$ cat config.mk
export PLATFORM = sky130hd
export DESIGN_NAME = fkhp_ctrl
export DESIGN_NICKNAME = d
export VERILOG_FILES = /design/src/rtl/fkhp_pkg.sv /design/src/rtl/fkhp_ctrl.sv
export SDC_FILE = /design/constraint.sdc
export NUM_CORES = 1
export LEC_CHECK = 0
export BUFFER_PORTS_ARGS = -buffer_cell sky130_fd_sc_hd__buf_2
export CORE_MARGIN = 1
export CORE_UTILIZATION = 40
export DETAILED_ROUTE_END_ITERATION = 6
export SYNTH_ARGS = -nofsm -noshare
export SYNTH_HDL_FRONTEND = slang
export SYNTH_SLANG_ARGS = --single-unit
$ cat constraint.sdc
create_clock -name clk_i -period 4.9 [get_ports clk_i]
set_clock_uncertainty 0.15 [all_clocks]
set_input_delay 0.245 -clock clk_i [delete_from_list [all_inputs] [get_ports clk_i]]
set_output_delay 0.245 -clock clk_i [all_outputs]
set_load 0.05 [all_outputs]
$ cat src/rtl/fkhp_pkg.sv
// Package for the fan start-kick and hysteresis PWM block.
// Holds field widths, reset values, register indexes and shared struct types.
// No dependencies.
`default_nettype none

package fkhp_pkg;

  localparam int unsigned PCT_W      = 7;
  localparam int unsigned TIME_W     = 32;
  localparam int unsigned KICK_W     = 16;
  localparam int unsigned DUTY_W     = 8;
  localparam int unsigned CFG_IDX_W  = 4;
  localparam int unsigned CFG_DATA_W = 16;
  localparam int unsigned TBL_N      = 2 ** PCT_W;

  localparam int unsigned PWM_BITS_DEF = 8;

  localparam logic [PCT_W-1:0] PCT_MAX = PCT_W'(100);

  // user 1..100 maps to PWM 27..100: pwm = (PWM_BASE + (u - 1) * PWM_STEP) / PWM_SPAN
  localparam int unsigned PWM_MIN_PCT = 27;
  localparam int unsigned PWM_STEP    = 73;
  localparam int unsigned PWM_SPAN    = 99;
  localparam int unsigned PWM_BASE    = PWM_MIN_PCT * PWM_SPAN;

  localparam logic [PCT_W-1:0]  START_PCT_RST = PCT_W'(30);
  localparam logic [PCT_W-1:0]  STOP_PCT_RST  = PCT_W'(20);
  localparam logic [KICK_W-1:0] KICK_MS_RST   = KICK_W'(2000);

  typedef enum logic [CFG_IDX_W-1:0] {
    CFG_START_PWM = 4'd0,
    CFG_STOP_PWM  = 4'd1,
    CFG_KICK_TIME = 4'd2,
    CFG_INVERT    = 4'd3
  } cfg_idx_e;

  typedef struct packed {
    logic [PCT_W-1:0]  start_pwm_pct;
    logic [PCT_W-1:0]  stop_pwm_pct;
    logic [KICK_W-1:0] kick_time_ms;
    logic              invert_output;
  } cfg_t;

  typedef struct packed {
    logic [PCT_W-1:0] actual_pct;
    logic             fan_on;
    logic             kick_on;
  } ctrl_res_t;

endpackage

`default_nettype wire

$ cat src/rtl/fkhp_ctrl.sv
// Run/kick state and hysteresis decision for one control update.
// Depends on fkhp_pkg.
`default_nettype none

module fkhp_ctrl import fkhp_pkg::*; (
  input  logic              clk_i,
  input  logic              rst_ni,
  input  logic              advance_i,
  input  logic [PCT_W-1:0]  req_pct_i,
  input  logic [TIME_W-1:0] now_ms_i,
  input  logic [PCT_W-1:0]  req_pwm_i,
  input  logic [PCT_W-1:0]  kick_pct_i,
  input  cfg_t              cfg_i,
  output ctrl_res_t         res_o
);

  logic              run_q, run_d;
  logic              kick_q, kick_d;
  logic [TIME_W-1:0] kick_t0_q, kick_t0_d;
  logic              below_stop;
  logic              expired;
  logic [TIME_W-1:0] elapsed;
  logic [PCT_W-1:0]  applied;

  assign below_stop = (req_pct_i == '0) || (req_pwm_i < cfg_i.stop_pwm_pct);
  assign elapsed    = now_ms_i - kick_t0_q;
  assign expired    = elapsed >= {{(TIME_W-KICK_W){1'b0}}, cfg_i.kick_time_ms};

  always_comb begin
    run_d     = run_q;
    kick_d    = kick_q;
    kick_t0_d = kick_t0_q;
    applied   = '0;
    if (kick_q) begin
      if (expired) begin
        kick_d = 1'b0;
        if (below_stop) begin
          run_d = 1'b0;
        end else begin
          applied = req_pct_i;
        end
      end else begin
        applied = kick_pct_i;
      end
    end else if (!run_q) begin
      if ((req_pct_i != '0) && (req_pwm_i >= cfg_i.start_pwm_pct)) begin
        run_d     = 1'b1;
        kick_d    = 1'b1;
        kick_t0_d = now_ms_i;
        applied   = kick_pct_i;
      end
    end else if (below_stop) begin
      run_d = 1'b0;
    end else begin
      applied = req_pct_i;
    end
  end

  always_ff @(posedge clk_i or negedge rst_ni) begin
    if (!rst_ni) begin
      run_q     <= 1'b0;
      kick_q    <= 1'b0;
      kick_t0_q <= '0;
    end else if (advance_i) begin
      run_q     <= run_d;
      kick_q    <= kick_d;
      kick_t0_q <= kick_t0_d;
    end
  end

  assign res_o.actual_pct = applied;
  assign res_o.fan_on     = run_d;
  assign res_o.kick_on    = kick_d;

endmodule

`default_nettype wire

# Word-level counts from Yosys, hierarchy flattened
# Cells that the tools add are included.
# word_totals
output_inout_bits,9
wordCells,28
register_bits,34
# classes
addsub,1
muxes,14
n_bitwise,2
n_reduce_logical,5
order_cmp,3
# ops
cell,n
$mux W7,5
$ge A32 B16 Y1,1
$sub A32 B32 Y32,1
$mux W1,9
$ge A7 B7 Y1,1
$logic_not A7 Y1,1
$lt A7 B7 Y1,1
$reduce_bool A7 Y1,1
$reduce_and A4 Y1,1
$not A1 Y1,2
$logic_and A1 B1 Y1,1
$logic_or A1 B1 Y1,1

# Depth between registers and ports, before layout
# Gate-level depths: netlist (run 1).
# depth
ltp_word,5
mapped_depth,22
mapped_depth_nobuf,21

# Least setup slack after synthesis (run 1)
# OpenSTA, ideal clock, no wires.
# synth_timing
path_type,flip-flop to output port
from,reg kick_t0_q[0]
to,out res_o[7] in the netlist's numbering
required_ns,4.505
slack_ns,0.382
stages_incl_launch_ff,18
arrival_ns,4.123
path_buffers,0
cell_sequence,dfrtp_1 -> ha_1 -> fa_1 -> nand2b_1 -> a21oi_1 -> o21a_1 -> nor2_1 -> ha_1 -> a21o_1 -> a211oi_1 -> o31a_1 -> o21ai_0 -> a21oi_1 -> nand4b_1 -> a2111oi_2 -> nand4_1 -> nor2b_1 -> o21ai_1
# synth_rtl
element,line,rtl
start: declaration,fkhp_ctrl.sv:19,"logic [TIME_W-1:0] kick_t0_q, kick_t0_d;"
start signal: assignment,fkhp_ctrl.sv:67,kick_t0_q <= kick_t0_d;
end: declaration,fkhp_ctrl.sv:14,output ctrl_res_t res_o

==> results of run 1 <==
==> cell families (layout without fill, tap and decap cells) <==
| family | after synthesis | in the layout |
|---|---|---|
| AO/OA/AOI/OAI | 135 | 135 |
| AND/OR/NAND/NOR | 132 | 132 |
| buffers and inverters | 80 | 191 |
| adder cells (fa/ha/maj) | 61 | 61 |
| multiplexers | 34 | 34 |
| flip-flops | 34 | 34 |
| XOR/XNOR | 23 | 23 |
==> worst max-delay path, delay by kind of cell, from the launching register on <==
family,cells,cell delay [ps]
compound gates,10,1840
xor+xnor,1,190
fa+ha+maj,2,570
buf+inv,4,580
flops,1,340
simple gates,6,780
==> how the worst min path moves through the flow <==
stage	start	end	slack (ps)	cells past startpoint
detailed placement	rst_ni	kick_t0_q[25]	230	1
global route	now_ms_i[10]	kick_t0_q[10]	60	2
global placement	rst_ni	kick_t0_q[25]	220	1
CTS	now_ms_i[11]	kick_t0_q[11]	40	2
finish	now_ms_i[22]	kick_t0_q[22]	50	2
floorplan	rst_ni	kick_q	-200	0
==> cell type report <==
| type | instances | area share (%) |
|---|---|---|
| multi-input cells | 385 | 59.9 |
| flip-flops and latches | 34 | 16.5 |
| repair buffers | 114 | 13.5 |
| inverters | 69 | 5.08 |
| well taps | 133 | 3.23 |
| clock buffers | 7 | 1.68 |
| clock inverters | 1 | 0.0971 |
==> power by group <==
group	switching, uW	leakage [uW]	internal (uW)
Clock	110	0.0000482	114
Sequential	71.2	0.000406	418
Combinational	1290	0.00225	1060
Total	1470	0.00270	1590
==> per-stage QoR <==
step	power [uW]	TNS, ps
finish	3060	-332
global route	3380	-3340
CTS	2890	0
detailed placement	2590	0
global placement	2530	0
floorplan	2130	0
==> flip-flops by register name (all words and copies together) (netlist names) <==
| signal | flops |
|---|---|
| kick_t0_q | 32 |
| kick_q | 1 |
| run_q | 1 |
==> timing repair <==
item,CTS,global route
cloned,0,1
hold buffers,1,0
buffers inserted,6,8
endpoints found under the hold margin,34,0
setup endpoints to repair,9,9
pin swaps,5,31
gates resized for setup,12,43
==> placed cells by master (no fill, tap or decap), types with 3 or more instances in the layout <==
cell	synthesis	layout
o211ai_1	3	3
a21oi_1	41	37
or3_1	3	3
and3_1	12	11
o31ai_1	3	3
xnor2_1	12	12
nand3_1	9	9
clkbuf_8	0	6
buf_6	0	13
mux2_2	30	30
nand2b_1	9	7
o21bai_1	4	4
buf_4	2	15
inv_2	1	3
nand2_1	38	38
mux2i_1	4	4
nand4_1	8	8
a21oi_2	1	4
ha_1	60	55
o21a_1	7	7
nor3_1	5	5
a211o_1	6	6
nor4_1	3	3
ha_4	0	4
inv_1	68	65
xor2_1	11	11
a21o_1	26	26
o21ai_0	17	15
dfrtp_1	34	34
buf_2	1	85
nor2_1	33	33
==> per-layer routing <==
layer	up-vias	track usage, %	share of wire [%]
met5	-	0	0
met4	0	5.63	1.5
met3	12	2.55	4.9
met2	108	33.5	48
met1	1768	23.8	46
li1	1995	-	-
==> impl_results.md, run 1 <==
* Status: complete, but fails checks
* Violated checks: setup timing
* Post-Route WL at 10100 um
* Critical Path Sink: res_o[2]
* Critical Path RT at 4510 ps
* Actual slew at the worst max-slew pin at 973 ps
* Pleak at 0.00270 uW
* Unrepaired setup endpoints after global routing: yes
* RR Endpoint: run_q
* Origin of the critical flop-to-flop path: kick_t0_q[3]
* Post-synthesis simple-gate area fraction at 15.8%
* Largest net degree at the start of global routing at 37
* Final ANT Viol Nets at 0
* CTS root buf: clkbuf_8
* DR WL/cell at 13.6 um
* Post-synth EDFFs at 0
* Post-detail-place hpwl at 7790 um
* TritonCTS buffer count at 5
* Vias in the first global route at 3617
* Worst setup SP type: register
* Post-synthesis mux area share at 9.20%
* Final setup margin at -82.7 ps
* # port buffers at 94
* Initial antenna violation count at 0
* Flop2flop setup slack at 650 ps
* Fin crit period at 4980 ps
* Largest stage delay, worst path at 350 ps
* Critical path origin: kick_t0_q[3]
* Routability Congestion at 0.842
* Synth Instances at 499
* Top_reg_cell synth: dfrtp_1
* FILL cells at 959
* Main combinational cell family by area after synthesis: compound AO/OA/AOI/OAI gates
* Post-Synth Adder-Cell Area at 18.8%
* Area of placed instances at 4720 um^2
* Number of max-cap violations at 0
* GRT overflow at 0
* R2R depth at 22
* Async S/R FF share, synth at 100%
* Final nets at 757
* Chip Width at 103 um
* Placed cell count at 719
* Worst-Skew Late Latency at 290 ps
* Worst hold path type: primary input to register
* WS Path Type: register to primary output
* CORE AREA at 9860 um^2
* Final Hold Fails at 0
* Crit-path max FO at 5
* Crit-path cells: inv_1 -> ha_4 -> o211ai_1 -> a21oi_2 -> a211oi_2 -> buf_4 -> o31ai_4 -> nand2_1 -> nand2_1 -> xor2_1 -> ha_1 -> a21oi_2 -> nor2b_1 -> o21ai_1 -> o2111ai_1 -> a21oi_1 -> nand4b_1 -> a2111oi_4 -> nand4_1 -> buf_6 -> and3_4 -> a211o_1 -> buf_6
* Die Height at 103 um
* Post-Synth XOR/XNOR Area at 4.90%
* Synthesized area at 4110 um^2
* CP arrival at 4590 ps
* Ratio of cells with drive above 1 in the final layout at 30.2%
* TritonCTS clock tree: done
* Post-place setup slack at 55.1 ps
* Ranking of synthesized cells by area: dfrtp_1, ha_1, mux2_2, inv_1, a21oi_1
* Final instance area at 5150 um^2
* Register area share after synthesis at 20.7%
* Slew HR at 34.5%
* Sink Count at 34
* Area fraction of the dominant cell type after synthesis at 20.7%
* Final core occ at 52.2%
* DR vias at 3883
* Initial DRC count at 89
* Area occupied by multi-input gates at 3090 um^2
* Clk slew on worst S/H paths at 70 ps
* Fmax at 201 MHz
* Worst path slowest cell: a2111oi_4
* Setup crit end kind: primary output
* Reg area at 851 um^2
* I/O pin total at 96
* Area Growth Syn to Fin at 25.4%
* Peak VDD IR at 0.000245 V
* Count of cell types in the netlist at 59
* Pins Over Slew Limit at 0
* Syn Area/Cell at 8.23 um^2
* YS warnings at 0
* H-tree Lvls at 2
* Net Count, Synth at 647
* Final Instance Count excl. Fillers at 743
* DIE AREA at 10700 um^2
* PwrDens at 595 nW/um^2
* Yosys top cell by area: dfrtp_1
* Setup-failing EPs final at 5
* Num rows at 36
* First-pass GRT wire length at 15900 um
* Min Hold Slack at 50.9 ps
* Number of diodes at 0
* Synth Area in Compound Gates at 23.1%
* Drt drc at 0
* Tcrit/Tclk final at 102%
* Vias per inst at 5.23
* DRT Pass-1 Iters at 4
* Clk buf depth at 2
* Total GRT Usage at 18.9%
* Number of synthesized register bits at 34
* Top-count cell post-synth: inv_1
* Initial core utilization at 41.6%
* Commonest cells in the synthesized netlist: inv_1, ha_1, a21oi_1
(Power assumes the default switching activity.)
==> run 2, diff against run 1 <==
--- a/config.mk
+++ b/config.mk
@@ -6,9 +6,12 @@
 export NUM_CORES = 1
 export LEC_CHECK = 0
 export BUFFER_PORTS_ARGS = -buffer_cell sky130_fd_sc_hd__buf_2
+export CELL_PAD_IN_SITES_DETAIL_PLACEMENT = 1
+export CELL_PAD_IN_SITES_GLOBAL_PLACEMENT = 2
 export CORE_MARGIN = 1
-export CORE_UTILIZATION = 40
+export CORE_UTILIZATION = 35
 export DETAILED_ROUTE_END_ITERATION = 6
+export PLACE_DENSITY_LB_ADDON = 0.1
 export SYNTH_ARGS = -nofsm -noshare
 export SYNTH_HDL_FRONTEND = slang
 export SYNTH_SLANG_ARGS = --single-unit
==> constraint.sdc (replaced) <==
create_clock -name clk_i -period 5.9 [get_ports clk_i]
set_clock_uncertainty 0.15 [all_clocks]
set_input_delay 0.295 -clock clk_i [delete_from_list [all_inputs] [get_ports clk_i]]
set_output_delay 0.295 -clock clk_i [all_outputs]
set_load 0.05 [all_outputs]
==> run 2 against run 1 <==
The run now ends clean. First-iteration DRC count is 65% higher. Combinational power is 25% lower. Sequential cell count stayed put. Clock power is 22% higher. Power is 20% lower. Hold slack better by 60 ps. Clock-buffer cell count stayed put. Cell count is 0.81% lower. Setup slack better by 560 ps. Sequential power is 16% lower. Non-clock buffer count is 16 lower. Critical path depth is 3 lower. Largest cell class unchanged.
==> impl_results.md, run 2 (synthesis results as in run 1) <==
* Status: complete, no violations
* PwrDens at 500 nW/um^2 (-16%)
* TritonCTS clock tree: done
* Final nets at 741 (-2.1%)
* Worst setup SP type: register
* Vias in the first global route at 4117 (+14%)
* Final setup margin at 478 ps (+560 ps)
* Drt drc at 0 (unchanged)
* TritonCTS buffer count at 5 (unchanged)
* Area Growth Syn to Fin at 19.3%
* CTS root buf: clkbuf_16
* Peak VDD IR at 0.000178 V (-27%)
* GRT overflow at 0 (unchanged)
* Routability Congestion at 0.801 (-4.9%)
* I/O pin total at 96 (unchanged)
* Initial DRC count at 147 (+65%)
* Vias per inst at 5.32 (+1.8%)
* Slew HR at 44.7% (+10 points)
* Clk buf depth at 2 (unchanged)
* Worst-Skew Late Latency at 280 ps (about the same)
* Post-detail-place hpwl at 9220 um (+18%)
* Actual slew at the worst max-slew pin at 829 ps (-144 ps)
* Crit-path max FO at 10 (+5)
* Initial antenna violation count at 0 (unchanged)
* Worst hold path type: primary input to register
* Initial core utilization at 36.0% (-5.7 points)
* Largest net degree at the start of global routing at 37 (unchanged)
* Post-place setup slack at 332 ps (+276 ps)
* DIE AREA at 12200 um^2 (+14%)
* DRT Pass-1 Iters at 4 (unchanged)
* Max reg flops at 32 (unchanged)
* Pleak at 0.00263 uW (-2.8%)
* Total GRT Usage at 19.4% (+0.51 points)
* # port buffers at 94 (unchanged)
* Regs by FF count: kick_t0_q: 32 flops, kick_q: 1 flops, run_q: 1 flops
* CP arrival at 4980 ps (+390 ps)
* Number of diodes at 0 (unchanged)
* Num rows at 39 (+8.3%)
* Chip Width at 110 um (+6.8%)
* CORE AREA at 11400 um^2 (+16%)
* Post-CTS sizing at 0 (-12)
* Fin crit period at 5420 ps
* Setup crit end kind: primary output
* Setup-failing EPs final at 0 (-5)
* Unrepaired setup endpoints after global routing: no
* Sink Count at 34 (unchanged)
* Clk slew on worst S/H paths at 60 ps (about the same)
* DR vias at 3920 (+0.95%)
* Most common cell after layout, fill and taps aside: buf_2
* Post-Route WL at 11100 um (+9.5%)
* Critical path origin: kick_t0_q[0]
* Most frequent cells in the layout: buf_2, inv_1, ha_1
* Origin of the critical flop-to-flop path: kick_t0_q[0]
* WS Path Type: register to primary output
* Min-delay src: now_ms_i[25]
* DR WL/cell at 15.1 um (+10%)
* Number of max-cap violations at 0 (unchanged)
* Largest Register: kick_t0_q
* Final core occ at 42.9% (-9.3 points)
* Pins Over Slew Limit at 0 (unchanged)
* Final ANT Viol Nets at 0 (unchanged)
* H-tree Lvls at 2 (unchanged)
* Final TNS setup at 0 ps (+332 ps)
* First-pass GRT wire length at 18600 um (+17%)
* Fmax at 184 MHz
* Final Hold Fails at 0 (unchanged)
* Die Height at 110 um (+6.8%)
* Ratio of cells with drive above 1 in the final layout at 24.7% (-5.4 points)
* Critical Path RT at 5450 ps (+940 ps)
* Tcrit/Tclk final at 91.9%
## run 2: cell count changes in the layout (fill, tap and decap cells not counted), moves of 3 or more
| cell | change |
|---|---|
| buf_4 | -13 |
| buf_6 | -13 |
| buf_2 | +9 |
| clkbuf_16 | +5 |
| clkbuf_8 | -5 |
| ha_1 | +5 |
| a21oi_1 | +4 |
| ha_4 | -4 |
| a21oi_2 | -3 |
| inv_1 | +3 |
## run 2: power by group
group          leakage [uW]  internal [uW]  total, uW  switching, uW
sequential         0.000406            348        412           64.2
combinational       0.00215            749       1770           1020
clock             0.0000739            168        272            104
total               0.00263           1260       2450           1190
## run 2: final timing paths
kind,to,slack [ps],cells past startpoint
setup / recovery,res_o[3],480,20
hold / removal,kick_t0_q[25],110,2
setup reg to reg,run_q,1340,18
hold reg to reg,kick_t0_q[10],350,1
max in group asynchronous,kick_t0_q[6],4570,2
min in group asynchronous,kick_t0_q[25],500,2
## run 2: cell type report
class,count,area [um^2]
Fill cell,1420,6520
Multi-Input combinational cell,385,2950
Sequential cell,34,851
Timing Repair Buffer,98,515
Inverter,69,259
Tap cell,143,179
Clock buffer,7,143
Clock inverter,1,5.00
## run 2: what timing repair did
item | 4_1_cts | 5_1_grt
endpoints found under the setup margin | 0 | 8
buffers inserted | 0 | 2
endpoints found under the hold margin | 21 | 0
hold buffers | 1 | 0
## run 2: worst max-delay path, cell delays in order (launching register included)
cell and delay (ps):
dfrtp_1 380, ha_1 210, fa_1 400, nand2b_1 180, a21oi_1 380, o21a_1 210
nor2_1 60, ha_1 310, a21o_1 190, a211oi_1 230, o31a_1 200, o21ai_0 180
a21oi_1 230, nand4b_1 170, a2111oi_2 350, nand4_1 120, buf_4 190, nor2b_1 150
inv_2 140, a211o_1 140, buf_2 260
## run 2: layer usage
layer	up-vias	track usage (%)	routed length [um]
met1	1865	22.6	4860
met2	80	37.5	5650
met4	0	4.32	124
met5	-	0	0
met3	9	2.12	461
li1	1966	-	-
## run 2: per-stage QoR
stage	total power, uW	hold WS (ps)	std cells	instance area, um^2
2_1_floorplan	1770	-151	499	4110
3_3_place_gp	2140	287	726	4710
6_report	2450	110	737	4900
3_5_place_dp	2190	293	726	4710
4_1_cts	2480	110	735	4870
5_1_grt	2720	112	737	4900
==> run 3, diff against run 2 <==
--- a/config.mk
+++ b/config.mk
@@ -7,9 +7,9 @@
 export LEC_CHECK = 0
 export BUFFER_PORTS_ARGS = -buffer_cell sky130_fd_sc_hd__buf_2
 export CELL_PAD_IN_SITES_DETAIL_PLACEMENT = 1
-export CELL_PAD_IN_SITES_GLOBAL_PLACEMENT = 2
+export CELL_PAD_IN_SITES_GLOBAL_PLACEMENT = 1
 export CORE_MARGIN = 1
-export CORE_UTILIZATION = 35
+export CORE_UTILIZATION = 37
 export DETAILED_ROUTE_END_ITERATION = 6
 export PLACE_DENSITY_LB_ADDON = 0.1
 export SYNTH_ARGS = -nofsm -noshare
==> constraint.sdc (replaced) <==
create_clock -name clk_i -period 4.5 [get_ports clk_i]
set_clock_uncertainty 0.15 [all_clocks]
set_input_delay 0.225 -clock clk_i [delete_from_list [all_inputs] [get_ports clk_i]]
set_output_delay 0.225 -clock clk_i [all_outputs]
set_load 0.05 [all_outputs]
==> run 3 against run 2 <==
Setup slack got worse by 740 ps. Non-clock buffer count rose by 25. The flow now finishes with violations (setup timing). Clock-buffer cell count did not move. Global-route usage rose by 1.8 points. Combinational power rose by 51%. Cell area rose by 6.4%.
==> impl_results.md, run 3 (synthesis results as in run 1) <==
* Unrepaired setup endpoints after global routing: yes
* Violated checks: setup timing
* DR vias at 3984 (+1.6%)
* Vias per inst at 5.26 (-1.2%)
* # port buffers at 94 (unchanged)
* Seq pwr share at 15.6% (-1.2 points)
* Area Growth Syn to Fin at 26.9%
* CORE AREA at 10800 um^2 (-5.1%)
* Worst setup SP type: register
* Vias in the first global route at 4162 (+1.1%)
* Critical Path RT at 4120 ps (-1330 ps)
* Number of diodes at 0 (unchanged)
* Slew HR at 29.7% (-15 points)
* GRT overflow at 0 (unchanged)
* Setup-failing EPs final at 9 (+9)
* Final ANT Viol Nets at 0 (unchanged)
* TritonCTS clock tree: done
* Fmax at 210 MHz
* Setup crit end kind: primary output
* DIE AREA at 11500 um^2 (-5.3%)
* Status: complete, but fails checks
* Most common cell after layout, fill and taps aside: buf_2
* Ratio of cells with drive above 1 in the final layout at 31.4% (+6.6 points)
* I/O pin total at 96 (unchanged)
* Cell Int Power at 1790 uW (+41%)
* Final Hold Fails at 0 (unchanged)
* Die Height at 107 um (-2.7%)
* Tcrit/Tclk final at 106%
* Initial DRC count at 102 (-31%)
* Clk buf depth at 2 (unchanged)
* Regs by FF count: kick_t0_q: 32 flops, kick_q: 1 flops, run_q: 1 flops
* Max reg flops at 32 (unchanged)
* Chip Width at 107 um (-2.7%)
* Final instance area at 5210 um^2 (+6.4%)
* Clock Power Share at 6.6% (-4.5 points)
* Fin crit period at 4760 ps
* Num rows at 38 (-2.6%)
* Area of placed instances at 4850 um^2 (+2.9%)
* Largest Register: kick_t0_q
* Most frequent cells in the layout: buf_2, inv_1, ha_1
* Final setup margin at -262 ps (-739 ps)
* CP arrival at 4390 ps (-590 ps)
* TritonCTS buffer count at 5 (unchanged)
* Crit-path max FO at 5 (-5)
* PwrDens at 661 nW/um^2 (+32%)
* Sink Count at 34 (unchanged)
* Initial core utilization at 37.9% (+1.9 points)
* Worst hold path type: primary input to register
* Combinational Power Share at 77.8% (+5.7 points)
* H-tree Lvls at 2 (unchanged)
* Post-detail-place hpwl at 9240 um (+0.23%)
* CTS root buf: clkbuf_8
* Pleak at 0.00273 uW (+4.2%)
* Pins Over Slew Limit at 0 (unchanged)
* Drt drc at 0 (unchanged)
* Post-Route WL at 11700 um (+5.2%)
* Number of max-cap violations at 0 (unchanged)
* DRT Pass-1 Iters at 4 (unchanged)
* Final nets at 766 (+3.4%)
* Min Hold Slack at 19.8 ps (-90.6 ps)
* Worst-Skew Late Latency at 300 ps (+20 ps)
* Net Sw Frac at 48.1% (-0.27 points)
* Routability Congestion at 0.812 (+1.5%)
* Largest net degree at the start of global routing at 37 (unchanged)
* Initial antenna violation count at 0 (unchanged)
* Clk slew on worst S/H paths at 70 ps (about the same)
* Actual slew at the worst max-slew pin at 1050 ps (+217 ps)
* Total GRT Usage at 21.2% (+1.8 points)
* DR WL/cell at 15.4 um (+2.3%)
* First-pass GRT wire length at 19400 um (+4.3%)
* Net Sw Power at 1660 uW (+40%)
* WS Path Type: register to primary output
* Peak VDD IR at 0.000266 V (+49%)
==> run 3: per-stage QoR <==
stage | std cells | setup TNS (ps) | worst slack [ps] | total power (uW) | util, %
after floorplan | 499 | 0 | 1.97 | 2320 | -
after global placement | 742 | -909 | -151 | 2880 | 44.8
after detailed placement | 742 | -1420 | -223 | 2980 | 44.8
after CTS | 756 | -1670 | -243 | 3340 | 47.1
after global routing | 758 | -4230 | -542 | 3790 | 48.1
final | 758 | -1650 | -262 | 3440 | 48.1
==> run 3: repair_timing <==
| item | 4_1_cts | 5_1_grt |
|---|---|---|
| pin swaps | 9 | 16 |
| hold endpoints to repair | 34 | 0 |
| endpoints found under the setup margin | 9 | 10 |
| hold buffers | 1 | 0 |
| gates cloned | 1 | 0 |
| gates resized for setup | 36 | 17 |
| setup buffers | 5 | 2 |
==> run 3: worst paths after layout <==
kind	start	endpoint	slack [ps]	cells after the start
hold / removal	advance_i	run_q	20	2
max in group asynchronous	rst_ni	kick_t0_q[21]	3220	2
setup reg to reg	kick_t0_q[0]	run_q	350	20
min in group asynchronous	rst_ni	kick_t0_q[26]	400	2
hold reg to reg	kick_t0_q[10]	kick_t0_q[10]	350	1
setup / recovery	kick_t0_q[0]	res_o[2]	-260	20
==> run 3: metal layers <==
layer  global-route usage (%)  up-vias  part of all wire (%)
met1                     25.6     1890                    45
met4                     5.68        0                   1.3
met3                     2.66       13                   3.2
met5                        0        -                     0
li1                         -     2009                     -
met2                     39.2       72                    50
==> run 3: cell type report <==
cell class	count	area, um^2
clock buffer	7	76.3
fill	1350	5630
inverter	69	262
tap	140	175
sequential	34	851
timing repair buffer	123	762
multi-input combinational	385	3090
==> run 3: critical path: stages, from the launching register on <==
cell and delay (ps):
dfrtp_1 410, ha_4 180, fa_2 360, nand2b_4 150, a21oi_2 140, buf_4 150
o21a_1 160, nor2_1 50, ha_1 330, a21o_1 180, a211oi_2 180, o31a_1 200
o21ai_2 60, a21oi_2 140, nand4b_1 140, a2111oi_2 250, nand4_1 220, buf_4 210
and3_4 140, a211o_1 280, buf_6 160
==> run 3: power by group through the flow <==
stage	registers (uW)	logic [uW]	clock network, uW
after floorplan	519	1800	0
after global placement	531	2350	0
after detailed placement	546	2430	0
after CTS	537	2570	237
after global routing	559	2980	252
final	539	2680	226
